File: src/rtl/ellipse_span_with_soft_edge_assert.svh
// Assertion macros for the ellipse span block.
// Used by the top level; depends on signals named clk and arst_n in scope.
`ifndef ELLIPSE_SPAN_WITH_SOFT_EDGE_ASSERT_SVH
`define ELLIPSE_SPAN_WITH_SOFT_EDGE_ASSERT_SVH

// Checks that the consequent holds in the same cycle as the antecedent.
`define ELLSPAN_CHECK(label, ante, cons) \
	label: assert property (@(posedge clk) disable iff (!arst_n) (ante) |-> (cons)) \
		else $error("ellipse span check failed");

// Checks that the consequent holds in the cycle after the antecedent.
`define ELLSPAN_CHECK_NEXT(label, ante, cons) \
	label: assert property (@(posedge clk) disable iff (!arst_n) (ante) |=> (cons)) \
		else $error("ellipse span check failed");

`endif

File: src/rtl/ellspan_pkg.sv
// Shared types, constants and functions of the ellipse span block.
// No dependencies; used by every module of the block.
package ellspan_pkg;

	localparam int ALPHA_BITS = 8;
	localparam int HALF_WIDTH_BITS = 11;
	localparam int OUT_DATA_W = ((HALF_WIDTH_BITS + 2 * ALPHA_BITS + 7) / 8) * 8;

	// Division by three of a value below 512 as a multiply by 683 / 2048.
	localparam int FADE_MUL = 683;
	localparam int FADE_SHIFT = 11;

	typedef struct packed {
		logic                  ok;
		logic [ALPHA_BITS-1:0] outer;
		logic [ALPHA_BITS-1:0] inner;
	} side_t;

	function automatic logic [ALPHA_BITS-1:0] div3(input logic [ALPHA_BITS:0] x);
		logic [19:0] prod;
		prod = 20'(x) * 20'(FADE_MUL);
		return ALPHA_BITS'(prod >> FADE_SHIFT);
	endfunction

endpackage

File: src/rtl/ellipse_span_with_soft_edge.sv
// Top level of the filled-ellipse scanline span block with soft-edge alphas.
// Depends on ellspan_pkg, ellspan_div, ellspan_sqrt and the assertion header.
//
// Channel   Dir  Fields (tdata / tuser, lowest bits first)
// s_*       in   tdata: radius_x, radius_y, row_offset, fill_alpha
// m_*       out  tdata: half_width, outer_fade_alpha, inner_fade_alpha;
//                tuser: span_valid
//
// One transaction enters per cycle while the output is not stalled; the pipeline
// is made of the three front stages (squares, difference, product), the divider
// with one quotient bit per stage and the square root with one root bit per stage.
// Reset clears only the stage valid bits; no clearing pass is needed.
// A stage holds while the stage after it is full and not moving, so empty
// stages are filled even while the output transaction waits.
`include "ellipse_span_with_soft_edge_assert.svh"

module ellipse_span_with_soft_edge #(
	parameter int RADIUS_BITS = 11,
	parameter int ROOT_BITS = 16,
	localparam int IN_BITS = 3 * RADIUS_BITS + 1 + ellspan_pkg::ALPHA_BITS,
	localparam int IN_W = ((IN_BITS + 7) / 8) * 8
) (
	input  logic                               clk,
	input  logic                               arst_n,
	input  logic                               s_tvalid,
	output logic                               s_tready,
	// radius_x, radius_y, row_offset, fill_alpha, zero padding
	input  logic [IN_W-1:0]                    s_tdata,
	output logic                               m_tvalid,
	input  logic                               m_tready,
	// half_width, outer_fade_alpha, inner_fade_alpha, zero padding
	output logic [ellspan_pkg::OUT_DATA_W-1:0] m_tdata,
	// span_valid
	output logic                               m_tuser
);
	import ellspan_pkg::*;

	localparam int R = RADIUS_BITS;
	localparam int QW = 2 * RADIUS_BITS;

	logic [R-1:0]          radius_x;
	logic [R-1:0]          radius_y;
	logic [R:0]            row_offset;
	logic [ALPHA_BITS-1:0] fill_alpha;
	logic [R:0]            mag;
	side_t                 side_in;

	logic          vld_s1;
	logic [QW-1:0] rx2_s1;
	logic [QW-1:0] ry2_s1;
	logic [QW-1:0] mag2_s1;
	side_t         side_s1;

	logic          vld_s2;
	logic [QW-1:0] rx2_s2;
	logic [QW-1:0] ry2_s2;
	logic [QW-1:0] d_s2;
	side_t         side_s2;

	logic            vld_s3;
	logic [2*QW-1:0] num_s3;
	logic [QW-1:0]   den_s3;
	side_t           side_s3;

	logic rdy_s1;
	logic rdy_s2;
	logic rdy_s3;

	logic          div_in_ready;
	logic          div_valid;
	logic [QW-1:0] div_quo;
	side_t         div_side;
	logic          sq_in_ready;
	logic [ROOT_BITS-1:0] sq_root;
	side_t         sq_side;

	logic                       span_valid;
	logic [HALF_WIDTH_BITS-1:0] half_width;
	logic [ALPHA_BITS-1:0]      outer_fade_alpha;
	logic [ALPHA_BITS-1:0]      inner_fade_alpha;

	assign radius_x   = s_tdata[R-1:0];
	assign radius_y   = s_tdata[2*R-1:R];
	assign row_offset = s_tdata[3*R:2*R];
	assign fill_alpha = s_tdata[3*R+ALPHA_BITS:3*R+1];

	// The most negative offset maps to a magnitude of 2^R, which is never in range.
	assign mag = row_offset[R] ? (~row_offset) + (R+1)'(1) : row_offset;

	always_comb begin
		side_in.ok = (radius_x != '0) && (radius_y != '0) && (fill_alpha != '0)
			&& (mag <= {1'b0, radius_y});
		side_in.outer = div3({1'b0, fill_alpha});
		side_in.inner = div3({fill_alpha, 1'b0});
	end

	assign rdy_s3   = !vld_s3 || div_in_ready;
	assign rdy_s2   = !vld_s2 || rdy_s3;
	assign rdy_s1   = !vld_s1 || rdy_s2;
	assign s_tready = rdy_s1;

	always_ff @(posedge clk or negedge arst_n) begin
		if (!arst_n) begin
			vld_s1 <= 1'b0;
			vld_s2 <= 1'b0;
			vld_s3 <= 1'b0;
		end else begin
			if (rdy_s1) begin
				vld_s1 <= s_tvalid;
			end
			if (rdy_s2) begin
				vld_s2 <= vld_s1;
			end
			if (rdy_s3) begin
				vld_s3 <= vld_s2;
			end
		end
	end

	always_ff @(posedge clk) begin
		if (rdy_s1 && s_tvalid) begin
			rx2_s1  <= QW'(radius_x) * QW'(radius_x);
			ry2_s1  <= QW'(radius_y) * QW'(radius_y);
			mag2_s1 <= QW'(mag[R-1:0]) * QW'(mag[R-1:0]);
			side_s1 <= side_in;
		end
		if (rdy_s2 && vld_s1) begin
			rx2_s2  <= rx2_s1;
			ry2_s2  <= ry2_s1;
			d_s2    <= ry2_s1 - mag2_s1;
			side_s2 <= side_s1;
		end
		if (rdy_s3 && vld_s2) begin
			num_s3  <= (2*QW)'(rx2_s2) * (2*QW)'(d_s2);
			den_s3  <= ry2_s2;
			side_s3 <= side_s2;
		end
	end

	ellspan_div #(
		.QW(QW)
	) u_div (
		.clk      (clk),
		.arst_n   (arst_n),
		.in_valid (vld_s3),
		.in_ready (div_in_ready),
		.num      (num_s3),
		.den      (den_s3),
		.in_side  (side_s3),
		.out_valid(div_valid),
		.out_ready(sq_in_ready),
		.quo      (div_quo),
		.out_side (div_side)
	);

	ellspan_sqrt #(
		.QW(QW),
		.RB(ROOT_BITS)
	) u_sqrt (
		.clk      (clk),
		.arst_n   (arst_n),
		.in_valid (div_valid),
		.in_ready (sq_in_ready),
		.rad      (div_quo),
		.in_side  (div_side),
		.out_valid(m_tvalid),
		.out_ready(m_tready),
		.root     (sq_root),
		.out_side (sq_side)
	);

	assign span_valid       = sq_side.ok;
	assign half_width       = span_valid ? HALF_WIDTH_BITS'(sq_root) : '0;
	assign outer_fade_alpha = span_valid ? sq_side.outer : '0;
	assign inner_fade_alpha = span_valid ? sq_side.inner : '0;

	assign m_tuser = span_valid;
	assign m_tdata = OUT_DATA_W'({inner_fade_alpha, outer_fade_alpha, half_width});

	`ELLSPAN_CHECK(a_stall_from_sink, !s_tready, m_tvalid && !m_tready)
	`ELLSPAN_CHECK_NEXT(a_accept_fills_s1, s_tvalid && s_tready, vld_s1)
	`ELLSPAN_CHECK(a_dead_span_zero, m_tvalid && !m_tuser,
		(half_width == '0) && (outer_fade_alpha == '0) && (inner_fade_alpha == '0))
	`ELLSPAN_CHECK(a_fade_ratio, m_tvalid && m_tuser,
		((ALPHA_BITS+1)'(inner_fade_alpha) == {outer_fade_alpha, 1'b0})
		|| ((ALPHA_BITS+1)'(inner_fade_alpha) == {outer_fade_alpha, 1'b1}))

endmodule

File: src/rtl/ellspan_div.sv
// Pipelined restoring divider, one quotient bit per register stage.
// Depends on ellspan_pkg for the sideband type.
module ellspan_div #(
	parameter int QW = 22
) (
	input  logic                clk,
	input  logic                arst_n,
	input  logic                in_valid,
	output logic                in_ready,
	input  logic [2*QW-1:0]     num,
	input  logic [QW-1:0]       den,
	input  ellspan_pkg::side_t  in_side,
	output logic                out_valid,
	input  logic                out_ready,
	output logic [QW-1:0]       quo,
	output ellspan_pkg::side_t  out_side
);
	import ellspan_pkg::*;

	logic [QW-1:0] vld_s;
	logic [QW-1:0] rem_s  [QW];
	logic [QW-1:0] low_s  [QW];
	logic [QW-1:0] quo_s  [QW];
	logic [QW-1:0] den_s  [QW];
	side_t         side_s [QW];

	logic [QW:0]   rdy;
	logic [QW-1:0] pv;
	logic [QW-1:0] prem  [QW];
	logic [QW-1:0] plow  [QW];
	logic [QW-1:0] pquo  [QW];
	logic [QW-1:0] pden  [QW];
	side_t         pside [QW];
	logic [QW-1:0] nrem  [QW];
	logic [QW-1:0] ge;

	// The quotient is known to fit in QW bits, so the upper half of the
	// dividend is already below the divisor and seeds the remainder.
	always_comb begin
		logic [QW:0] sh;
		logic [QW:0] diff;
		for (int k = 0; k < QW; k++) begin
			if (k == 0) begin
				pv[k]    = in_valid;
				prem[k]  = num[2*QW-1:QW];
				plow[k]  = num[QW-1:0];
				pquo[k]  = '0;
				pden[k]  = den;
				pside[k] = in_side;
			end else begin
				pv[k]    = vld_s[k-1];
				prem[k]  = rem_s[k-1];
				plow[k]  = low_s[k-1];
				pquo[k]  = quo_s[k-1];
				pden[k]  = den_s[k-1];
				pside[k] = side_s[k-1];
			end
			sh = {prem[k], plow[k][QW-1]};
			diff = sh - {1'b0, pden[k]};
			ge[k] = sh >= {1'b0, pden[k]};
			nrem[k] = ge[k] ? diff[QW-1:0] : sh[QW-1:0];
		end
	end

	always_comb begin
		rdy[QW] = out_ready;
		for (int k = QW - 1; k >= 0; k--) begin
			rdy[k] = !vld_s[k] || rdy[k+1];
		end
	end

	always_ff @(posedge clk or negedge arst_n) begin
		if (!arst_n) begin
			vld_s <= '0;
		end else begin
			for (int k = 0; k < QW; k++) begin
				if (rdy[k]) begin
					vld_s[k] <= pv[k];
				end
			end
		end
	end

	always_ff @(posedge clk) begin
		for (int k = 0; k < QW; k++) begin
			if (rdy[k] && pv[k]) begin
				rem_s[k]  <= nrem[k];
				low_s[k]  <= plow[k] << 1;
				quo_s[k]  <= {pquo[k][QW-2:0], ge[k]};
				den_s[k]  <= pden[k];
				side_s[k] <= pside[k];
			end
		end
	end

	assign in_ready  = rdy[0];
	assign out_valid = vld_s[QW-1];
	assign quo       = quo_s[QW-1];
	assign out_side  = side_s[QW-1];

endmodule

File: src/rtl/ellspan_sqrt.sv
// Pipelined digit-by-digit integer square root, one root bit per stage.
// Depends on ellspan_pkg for the sideband type.
module ellspan_sqrt #(
	parameter int QW = 22,
	parameter int RB = 16
) (
	input  logic                clk,
	input  logic                arst_n,
	input  logic                in_valid,
	output logic                in_ready,
	input  logic [QW-1:0]       rad,
	input  ellspan_pkg::side_t  in_side,
	output logic                out_valid,
	input  logic                out_ready,
	output logic [RB-1:0]       root,
	output ellspan_pkg::side_t  out_side
);
	import ellspan_pkg::*;

	localparam int XW = (QW > 2 * RB) ? QW : 2 * RB;

	logic [XW-1:0] qx;
	logic          over_in;

	logic [RB-1:0]   vld_s;
	logic [RB-1:0]   over_s;
	logic [2*RB-1:0] rad_s  [RB];
	logic [RB:0]     rem_s  [RB];
	logic [RB-1:0]   root_s [RB];
	side_t           side_s [RB];

	logic [RB:0]     rdy;
	logic [RB-1:0]   pv;
	logic [RB-1:0]   pover;
	logic [2*RB-1:0] prad  [RB];
	logic [RB:0]     prem  [RB];
	logic [RB-1:0]   proot [RB];
	side_t           pside [RB];
	logic [RB:0]     nrem  [RB];
	logic [RB-1:0]   ge;

	// A radicand at or above 2^(2*RB) is flagged as over range, and the root
	// then saturates to all ones.
	assign qx = XW'(rad);
	assign over_in = (qx >> (2 * RB)) != '0;

	always_comb begin
		logic [RB+1:0] sh;
		logic [RB+1:0] trial;
		for (int k = 0; k < RB; k++) begin
			if (k == 0) begin
				pv[k]    = in_valid;
				pover[k] = over_in;
				prad[k]  = qx[2*RB-1:0];
				prem[k]  = '0;
				proot[k] = '0;
				pside[k] = in_side;
			end else begin
				pv[k]    = vld_s[k-1];
				pover[k] = over_s[k-1];
				prad[k]  = rad_s[k-1];
				prem[k]  = rem_s[k-1];
				proot[k] = root_s[k-1];
				pside[k] = side_s[k-1];
			end
			sh = {prem[k][RB-1:0], prad[k][2*RB-1:2*RB-2]};
			trial = {proot[k], 2'b01};
			ge[k] = sh >= trial;
			nrem[k] = ge[k] ? (RB+1)'(sh - trial) : (RB+1)'(sh);
		end
	end

	always_comb begin
		rdy[RB] = out_ready;
		for (int k = RB - 1; k >= 0; k--) begin
			rdy[k] = !vld_s[k] || rdy[k+1];
		end
	end

	always_ff @(posedge clk or negedge arst_n) begin
		if (!arst_n) begin
			vld_s <= '0;
		end else begin
			for (int k = 0; k < RB; k++) begin
				if (rdy[k]) begin
					vld_s[k] <= pv[k];
				end
			end
		end
	end

	always_ff @(posedge clk) begin
		for (int k = 0; k < RB; k++) begin
			if (rdy[k] && pv[k]) begin
				over_s[k] <= pover[k];
				rad_s[k]  <= prad[k] << 2;
				rem_s[k]  <= nrem[k];
				root_s[k] <= {proot[k][RB-2:0], ge[k]};
				side_s[k] <= pside[k];
			end
		end
	end

	assign in_ready  = rdy[0];
	assign out_valid = vld_s[RB-1];
	assign root      = over_s[RB-1] ? '1 : root_s[RB-1];
	assign out_side  = side_s[RB-1];

endmodule
File: config.mk
export PLATFORM = sky130hd
export DESIGN_NAME = ellipse_span_with_soft_edge
export DESIGN_NICKNAME = d
export VERILOG_FILES = /design/src/rtl/ellspan_pkg.sv /design/src/rtl/ellipse_span_with_soft_edge.sv /design/src/rtl/ellspan_div.sv /design/src/rtl/ellspan_sqrt.sv
export VERILOG_INCLUDE_DIRS = /design/src /design/src/rtl
export SDC_FILE = /design/constraint.sdc
export NUM_CORES = 2
export LEC_CHECK = 0
export BUFFER_PORTS_ARGS = -buffer_cell sky130_fd_sc_hd__buf_2
export CORE_UTILIZATION = 44
export CTS_CLUSTER_SIZE = 28
export DETAILED_ROUTE_END_ITERATION = 10
export GPL_TIMING_DRIVEN = 0
export PLACE_DENSITY_LB_ADDON = 0.1
export SLEW_MARGIN = 5
export SYNTH_ARGS = -nofsm -noshare
export SYNTH_HDL_FRONTEND = slang
export SYNTH_SLANG_ARGS = --single-unit
File: constraint.sdc
create_clock -name clk -period 7 [get_ports clk]
set_input_delay 0.7 -clock clk [delete_from_list [all_inputs] [get_ports clk]]
set_output_delay 0.7 -clock clk [all_outputs]
set_load 0.05 [all_outputs]
==> impl_metrics.py <==
metrics = {
    "worst_setup_path": {
        "crit_type": "reg -> reg",
        "cp_common_cell": "fa_1",
        "worstPathArrival_ns": 7.74,
        "cp-end-kind": "register",
        "cp-start-kind": "register",
        "cp.required_ns": 7.57,
        "cp_slowest_stage_delay_ns": 0.60,
        "cp_max_fo": 7,
        "cp_slowest_cell": "edfxtp_1",
    },
    "timing": {
        "rsz0062_at_grt": "true",
        "slew_viol_final": 0,
        "slew_headroom_pct": 21.06,
        "hold_viol_final": 0,
        "finalSetupViolCount": 6,
        "worst_slew_pin_slew_ns": 1.177,
        "finalCritPeriodShare_pct": 102.4,
        "period_needed_ns": 7.171,
        "fin_setup_tns_ns": -0.6435,
        "setup_ws_ns": -0.1715,
        "fmax_mhz": 139.4,
        "clock_skew_ns": 0.08944,
    },
    "die": {
        "dieArea_mm2": 0.3036,
        "num_rows": 201,
        "dieWidth_um": 551.0,
        "initial_utilization_pct": 44.24,
        "ios": 87,
        "die-height_um": 551.0,
        "coreArea_mm2": 0.2998,
    },
    "final_layout": {
        "postLayoutCellArea_mm2": 0.1500,
        "final_nets": 12750,
        "mostFrequentLayoutCells": "edfxtp_1 (2,378), inv_1 (1,412), ha_1 (945), nand2_1 (828), fa_1 (571)",
        "layout_commonest_cell": "edfxtp_1",
        "syn_to_final_growth_pct": 13.11,
        "fillCellCount": 26120,
        "layout-drive-gt1-share_pct": 9.947,
    },
    "grt": {
        "grt_usage_pct": 20.75,
        "grt_max_degree": 58,
        "use_met1_pct": 25.75,
        "grt_use_met3_pct": 2.261,
        "use_met2_pct": 36.63,
        "top_usage_layer": "met2",
        "grt_pass1_vias": 82570,
        "antenna_found_initial": 11,
        "grt_pass1_wl_um": 482200,
        "grt_overflow": 0,
    },
    "placement": {
        "dpl_cell_area_mm2": 0.1396,
        "port_buffers": 73,
        "gp_congestion": 0.9146,
        "dpl.hpwl_um": 242700,
    },
    "synthesis": {
        "ys_seq_area_share_pct": 54.61,
        "synth_cells": 10640,
        "synth_flop_cell": "edfxtp_1",
        "yosys_warnings": 0,
        "netlist_area_mm2": 0.1326,
        "yosys_register_bits": 2419,
        "synth_cell_types": 96,
        "synth_edf_count": 2378,
        "syn_area_per_cell_um2": 12.46,
        "ys_async_sr_fraction_pct": 1.695,
    },
    "hold_path": {
        "hold_path.class": "in -> async",
    },
    "run_status": {
        "violations": "negative setup slack",
        "outcome": "finished, violations left",
    },
    "route": {
        "vias": 80290,
        "wl_per_cell_um": 20.51,
        "first_pass_iters": 7,
        "viasPerCell": 5.241,
        "dr.first_iter.drc_count": 4914,
        "drtAntennaViolNets": 0,
        "drc": 0,
        "totalWireLength_um": 314300,
    },
    "clocking": {
        "insertion_delay_ns": 0.90,
        "clk_pin_slew_ns": 0.06,
        "cts.path.max_buffers": 4,
        "cts-root-buf": "clkbuf_16",
        "cts-buffers-inserted": 272,
        "cts_tree": "yes",
        "htree_levels": 5,
        "cts_sinks": 2419,
    },
    "job": {
        "maxCapViolations": 0,
    },
}
## layer usage
layer | share of wire (%) | vias to the layer above
li1 | - | 38420
met1 | 42 | 39740
met2 | 50 | 1554
met3 | 3.5 | 574
met4 | 4.6 | 4
met5 | 0.0080 | -
## final timing paths
kind,startpoint,endpoint,slack (ns),depth (start not counted)
worst max-delay path,d_s2[3],num_s3[36],-0.17,25
worst min-delay path,arst_n,u_sqrt.vld_s[14],0.004,1
worst max register to register,d_s2[3],num_s3[36],-0.17,25
worst min register to register,u_div.quo_s[1][133],u_div.quo_s[1][156],0.37,0
max in group asynchronous,arst_n,u_div.vld_s[0],6.18,1
min in group clk,m_tready,u_sqrt.vld_s[14],0.16,4
## Yosys cell counts (all sizes together) (45+ instances only)
cell type     n  area share (%)
inv        1426             4.0
o31ai        56            0.33
mux2        167             1.4
o21a         76            0.43
a21o        207             1.2
nor2        556             1.6
nand3       117            0.44
or2          54            0.25
a211oi       46            0.26
xnor2       348             2.3
nor3        178            0.68
edfxtp     2378              54
and3         61            0.29
clkbuf      172            0.49
fa          581             8.8
nand2b      114            0.54
nand2       838             2.4
nor2b       121            0.57
a31oi        46            0.22
xor2        216             1.4
nand4       101            0.48
or3          52            0.25
nor4         45            0.22
o21bai       56            0.32
a21oi       541             2.0
ha          960             9.1
o21ai       414             1.6
a21boi       46            0.27
and2        251             1.2
## logic make-up after synthesis
family | Yosys count | share of synthesized area (%)
DFF | 2419 | 54.61
adders and majority gates | 1541 | 17.83
AOI/OAI and AO/OA | 1703 | 8.104
other | 1 | 0.002827
muxes | 196 | 1.637
xor gates and xnor gates | 564 | 3.724
and+or+nand+nor | 2569 | 9.351
buffers and inverters | 1650 | 4.741
## area by class of cell
cell class              count  area, um2  share of cell area [%]
diodes                      2      5.005                0.003336
plain buffers             214       1458                  0.9716
clock buffers             331       7173                   4.781
clock inverters           142       1185                  0.7898
inverters                1435       5394                   3.595
multi-input cells        6580      54840                   36.55
flip-flops and latches   2419      72430                   48.28
well taps                3958       4952                   3.301
repair buffers            239       2580                   1.720
## sequential cells by signal (all words and copies together) (netlist names), 16 cells and up
signal / cells
u_div.low_s: 231
d_s2: 22
u_div.rem_s: 462
u_div.den_s: 441
u_div.quo_s: 253
u_sqrt.rad_s: 220
num_s3: 44
u_sqrt.rem_s: 144
ry2_s2: 21
rx2_s2: 21
u_sqrt.side_s: 144
u_sqrt.root_s: 66
mag2_s1: 21
u_sqrt.vld_s: 16
u_div.vld_s: 22
ry2_s1: 21
rx2_s1: 21
u_div.side_s: 198
den_s3: 21
## what timing repair did
action / in CTS / in global routing
gates cloned: 2 / 0
buffers inserted: 78 / 27
pin swaps: 70 / 23
gates resized for setup: 273 / 88
hold buffers: 0 / 0
setup endpoints to repair: 31 / 19
## critical path, delay by kind of cell (launching register included)
kind | cells | cell delay (ns)
buffers and inverters | 6 | 0.55
DFF | 1 | 0.60
adders and majority gates | 8 | 3.80
AOI/OAI and AO/OA | 7 | 1.44
xor gates and xnor gates | 1 | 0.10
and+or+nand+nor | 3 | 0.40
## metrics by stage
| stage | setup WS [ns] | hold WS [ns] | std cells | utilization, % |
|---|---|---|---|---|
| 2_1_floorplan | 0.09756 | 0.4003 | 10650 | - |
| 3_3_place_gp | -2.150 | 0.4003 | 14680 | 46.03 |
| 3_5_place_dp | -1.822 | 0.4045 | 14740 | 46.56 |
| 4_1_cts | -0.1631 | 0.008763 | 15290 | 49.89 |
| 5_1_grt | -0.4081 | 0.05617 | 15320 | 50.04 |
| 6_report | -0.1715 | 0.004153 | 15320 | 50.04 |
Power is left out: the tool's default activity adds up to more than one toggle a clock period on the data nets, which glitch-free logic cannot reach.
